`src/hw/rtl/fsd_pkg.sv`:
```
// Package with shared types, constants and conversion functions of the frame deframer.
package fsd_pkg;
  localparam int MAX_CHANNELS = 16;
  localparam int PAYLOAD_DEPTH = 128;
  localparam int MARKER_BYTES = 4;
  localparam int ADDR_W = $clog2(PAYLOAD_DEPTH);
  localparam int CNT_W = $clog2(PAYLOAD_DEPTH + 5);
  localparam int MARK_TOP = (MARKER_BYTES < 4) ? MARKER_BYTES : 4;
  localparam int CH_TOP = (MAX_CHANNELS < 16) ? MAX_CHANNELS : 16;

  localparam logic [2:0] REG_SAMPLE_TYPE = 3'd0;
  localparam logic [2:0] REG_CHANNEL_COUNT = 3'd1;
  localparam logic [2:0] REG_HEAD_PATTERN = 3'd2;
  localparam logic [2:0] REG_HEAD_LENGTH = 3'd3;
  localparam logic [2:0] REG_END_PATTERN = 3'd4;
  localparam logic [2:0] REG_END_LENGTH = 3'd5;

  localparam logic [2:0] T_U8 = 3'd0;
  localparam logic [2:0] T_U16 = 3'd1;
  localparam logic [2:0] T_U32 = 3'd2;
  localparam logic [2:0] T_I8 = 3'd3;
  localparam logic [2:0] T_I16 = 3'd4;
  localparam logic [2:0] T_I32 = 3'd5;
  localparam logic [2:0] T_F32 = 3'd6;
  localparam logic [2:0] T_F64 = 3'd7;

  typedef enum logic [1:0] {
    ST_RUN,
    ST_RD,
    ST_WAIT,
    ST_OUT
  } state_t;

  typedef struct packed {
    logic [2:0] sample_type;
    logic [4:0] channel_count;
    logic [31:0] head_pattern;
    logic [2:0] head_length;
    logic [31:0] end_pattern;
    logic [2:0] end_length;
  } cfg_t;

  function automatic logic [2:0] clamp_len(input logic [2:0] len);
    logic [2:0] r;
    r = len;
    if (len == 3'd0) r = 3'd1;
    if (len > 3'(MARK_TOP)) r = 3'(MARK_TOP);
    return r;
  endfunction

  function automatic logic marker_hit(input logic [31:0] win, input logic [31:0] pat,
                                      input logic [2:0] len);
    logic ok;
    ok = 1'b1;
    for (int i = 0; i < 4; i++) begin
      if (i < int'(len)) begin
        if (pat[8*i +: 8] != win[8*(int'(len) - 1 - i) +: 8]) ok = 1'b0;
      end
    end
    return ok;
  endfunction

  function automatic logic [3:0] type_size(input logic [2:0] t);
    logic [3:0] s;
    case (t)
      T_U8, T_I8: s = 4'd1;
      T_U16, T_I16: s = 4'd2;
      T_F64: s = 4'd8;
      default: s = 4'd4;
    endcase
    return s;
  endfunction

  // Exact conversion of a 33-bit signed integer to double.
  function automatic logic [63:0] int_to_double(input logic signed [32:0] v);
    logic sgn;
    logic [32:0] mag;
    logic [5:0] p;
    logic [63:0] fr;
    sgn = v[32];
    mag = sgn ? 33'(-v) : 33'(v);
    p = 6'd0;
    for (int i = 0; i < 33; i++) if (mag[i]) p = 6'(i);
    fr = 64'(mag) << (6'd52 - p);
    if (mag == 33'd0) return {sgn, 63'd0};
    return {sgn, 11'(1023 + int'(p)), fr[51:0]};
  endfunction

  function automatic logic [63:0] single_to_double(input logic [31:0] f);
    logic [7:0] e;
    logic [22:0] m;
    logic [4:0] p;
    logic [51:0] fr;
    logic [63:0] sh;
    e = f[30:23];
    m = f[22:0];
    if (e == 8'hFF) begin
      fr = {m, 29'd0};
      if (m != 23'd0) fr[51] = 1'b1;
      return {f[31], 11'h7FF, fr};
    end
    if (e == 8'd0) begin
      if (m == 23'd0) return {f[31], 63'd0};
      p = 5'd0;
      for (int i = 0; i < 23; i++) if (m[i]) p = 5'(i);
      sh = 64'(m) << (6'd52 - 6'(p));
      return {f[31], 11'(874 + int'(p)), sh[51:0]};
    end
    return {f[31], 11'(int'(e) + 896), m, 29'd0};
  endfunction
endpackage

```
`src/hw/rtl/framed_sample_deframer.sv`:
```
// Top level of the marker-delimited frame deframer.
// Bytes are accepted one per cycle while not stalled; an end marker starts the sample burst.
// Each sample reads its bytes (1, 2, 4 or 8) from the payload RAM one per cycle, then waits
// for the conversion and a free output register; no word is accepted during the burst.
// Reset (synchronous, rst_n low) clears config, state, windows and cnt_r; RAM is not cleared.
module framed_sample_deframer (
  input  logic clk,
  input  logic rst_n,
  input  logic in_valid,
  output logic in_stall,
  input  logic [7:0] in_byte,
  output logic out_valid,
  input  logic out_stall,
  output logic [63:0] out_sample_value,
  output logic [3:0] out_channel,
  output logic out_last_of_frame,
  output logic out_incomplete,
  input  logic cfg_we,
  input  logic [2:0] cfg_index,
  input  logic [31:0] cfg_data
);
  import fsd_pkg::*;

  cfg_t cfg_r;
  state_t state_r, state_nxt;
  logic collecting_r, collecting_nxt;
  logic [31:0] win_r, win_nxt;
  logic [2:0] fill_r, fill_nxt;
  logic [CNT_W-1:0] cnt_r, cnt_nxt;
  logic [CNT_W-1:0] len_r, len_nxt;
  logic [3:0] ch_r, ch_nxt;
  logic [4:0] n_r, n_nxt;
  logic [3:0] bi_r, bi_nxt;
  logic [63:0] raw_r, raw_nxt;
  logic short_r, short_nxt;
  logic conv_pend_r, conv_pend_nxt;
  logic [3:0] out_ch_r, out_ch_nxt;
  logic out_last_r, out_last_nxt, out_inc_r, out_inc_nxt;
  logic ovalid_r, ovalid_nxt;
  logic rd_pend_r, rd_pend_nxt;
  logic [2:0] rd_bi_r, rd_bi_nxt;
  logic rd_ok_r, rd_ok_nxt;

  logic ram_we;
  logic [ADDR_W-1:0] ram_addr;
  logic [7:0] ram_rdata;
  logic [63:0] conv_value;
  logic [2:0] hlen, elen;
  logic [3:0] size;
  logic acc;
  logic [31:0] w;
  logic [2:0] f;
  logic [11:0] pos;
  logic end_hit, head_hit;

  fsd_ram #(.WIDTH(8), .DEPTH(PAYLOAD_DEPTH)) u_ram (
    .clk(clk), .we(ram_we), .addr(ram_addr), .wdata(in_byte), .rdata(ram_rdata)
  );
  fsd_convert u_conv (
    .clk(clk), .sample_type(cfg_r.sample_type), .raw(raw_r), .value(conv_value)
  );

  always_ff @(posedge clk) begin
    if (!rst_n) begin
      cfg_r <= '{3'd0, 5'd1, 32'd0, 3'd1, 32'd0, 3'd1};
    end else if (cfg_we) begin
      case (cfg_index)
        REG_SAMPLE_TYPE: cfg_r.sample_type <= cfg_data[2:0];
        REG_CHANNEL_COUNT: cfg_r.channel_count <= cfg_data[4:0];
        REG_HEAD_PATTERN: cfg_r.head_pattern <= cfg_data;
        REG_HEAD_LENGTH: cfg_r.head_length <= cfg_data[2:0];
        REG_END_PATTERN: cfg_r.end_pattern <= cfg_data;
        REG_END_LENGTH: cfg_r.end_length <= cfg_data[2:0];
        default: ;
      endcase
    end
  end

  assign hlen = clamp_len(cfg_r.head_length);
  assign elen = clamp_len(cfg_r.end_length);
  assign size = type_size(cfg_r.sample_type);
  assign in_stall = (state_r != ST_RUN);
  assign acc = in_valid && !in_stall;
  assign w = {win_r[23:0], in_byte};
  assign f = (fill_r < 3'(MARK_TOP)) ? fill_r + 3'd1 : fill_r;
  assign end_hit = (f >= elen) && marker_hit(w, cfg_r.end_pattern, elen);
  assign head_hit = (f >= hlen) && marker_hit(w, cfg_r.head_pattern, hlen);
  assign pos = 12'(ch_r) * 12'(size) + 12'(bi_r);

  always_comb begin
    state_nxt = state_r;
    collecting_nxt = collecting_r;
    win_nxt = win_r;
    fill_nxt = fill_r;
    cnt_nxt = cnt_r;
    len_nxt = len_r;
    ch_nxt = ch_r;
    n_nxt = n_r;
    bi_nxt = bi_r;
    raw_nxt = raw_r;
    short_nxt = short_r;
    conv_pend_nxt = 1'b0;
    out_ch_nxt = out_ch_r;
    out_last_nxt = out_last_r;
    out_inc_nxt = out_inc_r;
    ovalid_nxt = ovalid_r && out_stall;
    rd_pend_nxt = 1'b0;
    rd_bi_nxt = rd_bi_r;
    rd_ok_nxt = 1'b0;
    ram_we = 1'b0;
    ram_addr = cnt_r[ADDR_W-1:0];
    if (rd_pend_r && rd_ok_r) raw_nxt[8*rd_bi_r +: 8] = ram_rdata;
    case (state_r)
      ST_RUN: begin
        if (acc) begin
          win_nxt = w;
          fill_nxt = f;
          if (!collecting_r) begin
            if (end_hit) begin
              win_nxt = '0; fill_nxt = '0;
            end else if (head_hit) begin
              collecting_nxt = 1'b1; win_nxt = '0; fill_nxt = '0; cnt_nxt = '0;
            end
          end else begin
            ram_we = (cnt_r < CNT_W'(PAYLOAD_DEPTH));
            if (cnt_r < CNT_W'(PAYLOAD_DEPTH + 4)) cnt_nxt = cnt_r + 1'b1;
            if (end_hit) begin
              len_nxt = cnt_nxt - CNT_W'(elen);
              if (len_nxt > CNT_W'(PAYLOAD_DEPTH)) len_nxt = CNT_W'(PAYLOAD_DEPTH);
              n_nxt = cfg_r.channel_count;
              if (n_nxt == 5'd0) n_nxt = 5'd1;
              if (n_nxt > 5'(CH_TOP)) n_nxt = 5'(CH_TOP);
              collecting_nxt = 1'b0; win_nxt = '0; fill_nxt = '0; cnt_nxt = '0;
              ch_nxt = '0; bi_nxt = '0; raw_nxt = '0; short_nxt = 1'b0;
              state_nxt = ST_RD;
            end
          end
        end
      end
      ST_RD: begin
        ram_addr = pos[ADDR_W-1:0];
        rd_pend_nxt = 1'b1;
        rd_bi_nxt = bi_r[2:0];
        rd_ok_nxt = (pos < 12'(len_r));
        if (pos >= 12'(len_r)) short_nxt = 1'b1;
        if (bi_r + 4'd1 == size) begin
          bi_nxt = '0;
          state_nxt = ST_WAIT;
        end else begin
          bi_nxt = bi_r + 4'd1;
        end
      end
      ST_WAIT: begin
        if (!rd_pend_r) begin
          conv_pend_nxt = 1'b1;
          state_nxt = ST_OUT;
        end
      end
      ST_OUT: begin
        if (!conv_pend_r && !ovalid_nxt) begin
          ovalid_nxt = 1'b1;
          out_ch_nxt = ch_r;
          out_last_nxt = (5'(ch_r) + 5'd1 == n_r);
          out_inc_nxt = short_r;
          raw_nxt = '0;
          short_nxt = 1'b0;
          if (5'(ch_r) + 5'd1 == n_r) begin
            state_nxt = ST_RUN;
          end else begin
            ch_nxt = ch_r + 4'd1;
            state_nxt = ST_RD;
          end
        end
      end
      default: state_nxt = ST_RUN;
    endcase
  end

  logic [63:0] out_val_r, out_val_nxt;
  assign out_val_nxt = (state_r == ST_OUT && state_nxt != ST_OUT) ? conv_value : out_val_r;

  always_ff @(posedge clk) begin
    if (!rst_n) begin
      state_r <= ST_RUN;
      collecting_r <= 1'b0;
      win_r <= '0;
      fill_r <= '0;
      cnt_r <= '0;
      ovalid_r <= 1'b0;
      rd_pend_r <= 1'b0;
      conv_pend_r <= 1'b0;
    end else begin
      state_r <= state_nxt;
      collecting_r <= collecting_nxt;
      win_r <= win_nxt;
      fill_r <= fill_nxt;
      cnt_r <= cnt_nxt;
      ovalid_r <= ovalid_nxt;
      rd_pend_r <= rd_pend_nxt;
      conv_pend_r <= conv_pend_nxt;
    end
    len_r <= len_nxt;
    ch_r <= ch_nxt;
    n_r <= n_nxt;
    bi_r <= bi_nxt;
    raw_r <= raw_nxt;
    short_r <= short_nxt;
    rd_bi_r <= rd_bi_nxt;
    rd_ok_r <= rd_ok_nxt;
    out_ch_r <= out_ch_nxt;
    out_last_r <= out_last_nxt;
    out_inc_r <= out_inc_nxt;
    out_val_r <= out_val_nxt;
  end

  assign out_valid = ovalid_r;
  assign out_sample_value = out_val_r;
  assign out_channel = out_ch_r;
  assign out_last_of_frame = out_last_r;
  assign out_incomplete = out_inc_r;

  a_stall_burst: assert property (@(posedge clk) disable iff (!rst_n)
    (state_r != ST_RUN) |-> in_stall) else $error("word accepted during sample burst");
  a_out_hold: assert property (@(posedge clk) disable iff (!rst_n)
    (out_valid && out_stall) |=> (out_valid && $stable(out_sample_value)))
    else $error("stalled sample changed");
  a_no_write_hunt: assert property (@(posedge clk) disable iff (!rst_n)
    ram_we |-> collecting_r) else $error("payload write while hunting");
endmodule

```
`src/hw/rtl/fsd_ram.sv`:
```
// Generic single-port synchronous RAM with registered read.
module fsd_ram #(
  parameter int WIDTH = 8,
  parameter int DEPTH = 128
) (
  input  logic clk,
  input  logic we,
  input  logic [$clog2(DEPTH)-1:0] addr,
  input  logic [WIDTH-1:0] wdata,
  output logic [WIDTH-1:0] rdata
);
  logic [WIDTH-1:0] mem [DEPTH];
  always_ff @(posedge clk) begin
    if (we) mem[addr] <= wdata;
    rdata <= mem[addr];
  end
endmodule

```
`src/hw/rtl/fsd_convert.sv`:
```
// Registered conversion of an assembled raw sample to double bits.
module fsd_convert (
  input  logic clk,
  input  logic [2:0] sample_type,
  input  logic [63:0] raw,
  output logic [63:0] value
);
  import fsd_pkg::*;
  logic [63:0] value_nxt;
  always_comb begin
    case (sample_type)
      T_U8: value_nxt = int_to_double(33'(raw[7:0]));
      T_U16: value_nxt = int_to_double(33'(raw[15:0]));
      T_U32: value_nxt = int_to_double({1'b0, raw[31:0]});
      T_I8: value_nxt = int_to_double({{25{raw[7]}}, raw[7:0]});
      T_I16: value_nxt = int_to_double({{17{raw[15]}}, raw[15:0]});
      T_I32: value_nxt = int_to_double({raw[31], raw[31:0]});
      T_F32: value_nxt = single_to_double(raw[31:0]);
      default: value_nxt = raw;
    endcase
  end
  always_ff @(posedge clk) value <= value_nxt;
endmodule

```
`config.mk`:
```
export PLATFORM = sky130hd
export DESIGN_NAME = framed_sample_deframer
export DESIGN_NICKNAME = d
export VERILOG_FILES = /design/src/hw/rtl/fsd_pkg.sv /design/src/hw/rtl/framed_sample_deframer.sv /design/src/hw/rtl/fsd_ram.sv /design/src/hw/rtl/fsd_convert.sv
export SDC_FILE = /design/constraint.sdc
export NUM_CORES = 2
export LEC_CHECK = 0
export BUFFER_PORTS_ARGS = -buffer_cell sky130_fd_sc_hd__buf_4
export CORE_MARGIN = 3
export CORE_UTILIZATION = 45
export CTS_CLUSTER_DIAMETER = 30
export DETAILED_ROUTE_END_ITERATION = 8
export PLACE_DENSITY = 0.69
export SYNTH_ARGS = -nofsm -noshare
export SYNTH_HDL_FRONTEND = slang
export SYNTH_HIERARCHICAL = 1
export SYNTH_SLANG_ARGS = --single-unit
```
`constraint.sdc`:
```
create_clock -name clk -period 5.74 [get_ports clk]
set_clock_uncertainty 0.05 [all_clocks]
set_input_delay 0.574 -clock clk [delete_from_list [all_inputs] [get_ports clk]]
set_output_delay 0.574 -clock clk [all_outputs]
set_load 0.005 [all_outputs]
```
==> flow_summary.yaml <==
cells_and_area:
  fill_cells: 12730
  syn_to_final_growth_pct: 29.21
  final_cell_mix: "1,188 x buf_4, 1,119 x edfxtp_1, 583 x nor2_1"
  drive_gt1_share_pct: 26.47
  postLayoutCellArea_sq_um: 92390
  multi_input_area_sq_um: 30410
  mostFrequentLayoutCell: "buf_4"
  final_util_pct: 58.80
  instances_no_fill: 9789
  seq_area_sq_um: 38730
  fin_nets: 7620
sta:
  post-route-period-util_pct: 100.1
  setup_tns_ps: -8.355
  finalMaxSlewViolations: 0
  setup_ws_ps: -8.355
  max-slew-margin-rel_pct: 23.73
  worstMarginPinSlew_ps: 1139
  min_period_ps: 5748
  fmax_ghz: 0.1740
  finalHoldViolations: 0
  finalSetupViolCount: 1
clocking:
  cts_made_buffers: 298
  path_clk_slew_ps: 50
  clock_latency_ps: 920
  cts_max_path_buffers: 4
  cts_tree: "yes"
  cts-htree-levels: 5
  clock_sink_count: 1375
  root_buffer: "clkbuf_16"
route:
  routedWlPerCell_um: 31.95
  via_per_inst: 6.536
  drt_iter0_drc: 8167
  finalWirelength_mm: 312.8
  ant_nets: 0
  drc: 0
  firstDrtPassIters: 6
  vias: 63980
place:
  hpwlAfterDp_mm: 224.5
  portBuffers: 119
  post_dp_cell_area_sq_um: 81760
  numPlacedInstances: 9215
  gp_congestion: 1.059
yosys:
  yosysTopAreaCellShare_pct: 47.00
  syn-cell-area_sq_um: 71500
  synth_seq_cells: 1375
  yosysSeqAreaShare_pct: 54.16
  synth_cells: 6440
  netlist-cell-type-count: 126
  syn_nets: 6565
  synth_area_leaders: "edfxtp_1 47%, dfxtp_1 7.2%, mux2i_1 4.7%"
  ys.flop_type: "edfxtp_1"
  yosys_warnings: 10
  synth_edf_count: 1119
  postSynthAreaPerCell_sq_um: 11.10
  async_reset_ff_share_pct: 0
  synth.largest_area_cell: "edfxtp_1"
setup_path:
  startpoint_type: "flop"
  cp.arrival_ps: 6510
  path_max_fanout: 17
  worst-setup-path-type: "flop to flop"
  worst-endpoint-required_ps: 6510
  endpoint_kind: "flop"
min_path:
  hold_class: "input pin to flop"
global_routing:
  grt_usage_pct: 37.29
  antenna_found_initial: 18
  grt_pass1_vias: 61970
  grt_max_degree: 78
  grt-ovfl-total: 0
  grt_pass1_wl_mm: 443.7
floorplanning:
  rows: 145
  io_pins: 120
  die_h_um: 404.6
  core_region_area_sq_um: 157100
  floorplan.initialDensity_pct: 45.51
  die-area_sq_um: 163700
  die_w_um: 404.6
run:
  cap_viol_max_count: 0
pwr:
  fin_total_pwr_uw: 31600
  power_density_nw_per_um2: 342.0
  leakage_uw: 0.03358
  peakVddDrop_mv: 0.3293
status:
  violations: "negative setup slack"
  status: "complete, but fails checks"
==> metrics by stage <==
step	hold WS, ps	setup slack [ps]
2_1_floorplan	335.5	-71.33
3_3_place_gp	337.1	-97.03
3_5_place_dp	338.7	-167.1
4_1_cts	0.2254	-15.89
5_1_grt	27.76	-1.116
6_report	62.03	-8.355
==> critical path, cell delays in order, from the launching register on <==
cell and delay, ps:
dfxtp_1 320, or4_1 640, clkinv_2 220, buf_4 260, a41oi_1 160, xnor2_1 640, nor4_2 160, a221oi_1 540
o31a_1 360, nor2_4 70, a31o_4 260, xnor2_4 500, buf_4 320, nand2_1 120, or2_2 330, a32oi_1 330
buf_4 210, o32a_1 150
==> registers in the layout (all words and copies together), names as in the netlist, 2 cells and up <==
signal            flops
u_ram/rdata           8
ch_r                  4
fill_r                3
rd_bi_r               3
n_r                   5
raw_r                64
out_sample_value     64
cnt_r                 8
u_ram/mem          1024
bi_r                  4
len_r                 8
cfg_r                78
u_conv/value         64
state_r               2
win_r                24
out_channel           4
==> synth_stat cells, types with 28 or more instances <==
cell	n
nand2b_1	53
a22oi_1	119
o22ai_1	71
a32oi_1	33
a221oi_1	200
nor2_1	589
o21a_1	31
buf_2	109
mux2i_1	333
xnor2_1	78
a21o_1	28
edfxtp_1	1119
o221ai_1	47
o21ai_0	294
o21bai_1	29
mux2_2	82
a22o_1	50
a21oi_1	447
buf_4	31
and3_1	51
nand3_1	150
a211oi_1	62
and2_1	48
xor2_1	48
o211ai_1	51
nand3b_1	30
dfxtp_1	256
clkbuf_1	305
nand2_1	518
nand4_1	43
nor3_1	137
ha_1	69
nor4_1	30
mux4_2	60
inv_1	88
buf_1	54
a31oi_1	65
nor2b_1	53
==> report_power, final <==
| part | internal [uW] | total [uW] | switching (uW) | leakage (uW) |
|---|---|---|---|---|
| clock | 11600 | 17100 | 5530 | 0.00482 |
| combinational | 1310 | 3480 | 2180 | 0.0167 |
| sequential | 10800 | 11000 | 133 | 0.0120 |
==> repair_timing <==
item	in CTS	in global routing
endpoints found under the hold margin	88	0
resized for setup	3	46
setup endpoints to repair	11	516
setup buffers	0	3
pin swaps	0	3
hold buffers	35	0
==> layout make-up <==
type / count / share of cell area, %
Multi-Input combinational cell: 4444 / 32.92
Tap cell: 2058 / 2.787
Sequential cell: 1375 / 41.92
Inverter: 104 / 0.4280
Clock inverter: 172 / 2.289
Clock buffer: 352 / 8.539
Antenna cell: 12 / 0.03250
Timing Repair Buffer: 1272 / 11.08
==> kinds of logic after synthesis <==
kind of cell / share of synthesized area, %
compound gates: 18.65
xor+xnor: 1.741
fa+ha+maj: 1.431
buf+inv: 3.810
flops: 54.16
mux: 7.843
simple gates: 12.36
==> worst paths after layout <==
| path | start | end | slack, ps | cells past startpoint |
|---|---|---|---|---|
| setup reg to reg | raw_r[4] | u_conv/value[49] | -8 | 17 |
| hold reg to reg | u_conv/value[33] | out_sample_value[33] | 340 | 0 |
| setup / recovery | raw_r[4] | u_conv/value[49] | -8 | 17 |
| hold / removal | in_valid | fill_r[0] | 60 | 3 |
==> routing by layer <==
| metal | part of all wire (%) | wire, um | track usage [%] | vias up |
|---|---|---|---|---|
| li1 | - | - | - | 27160 |
| met2 | 44 | 138400 | 56.88 | 4279 |
| met1 | 38 | 118800 | 48.53 | 31500 |
| met4 | 6.7 | 20970 | 21.08 | 10 |
| met3 | 11 | 34450 | 9.334 | 1031 |
| met5 | 0.022 | 70 | 0 | - |
Note: power is estimated with default switching activity, not from simulation.
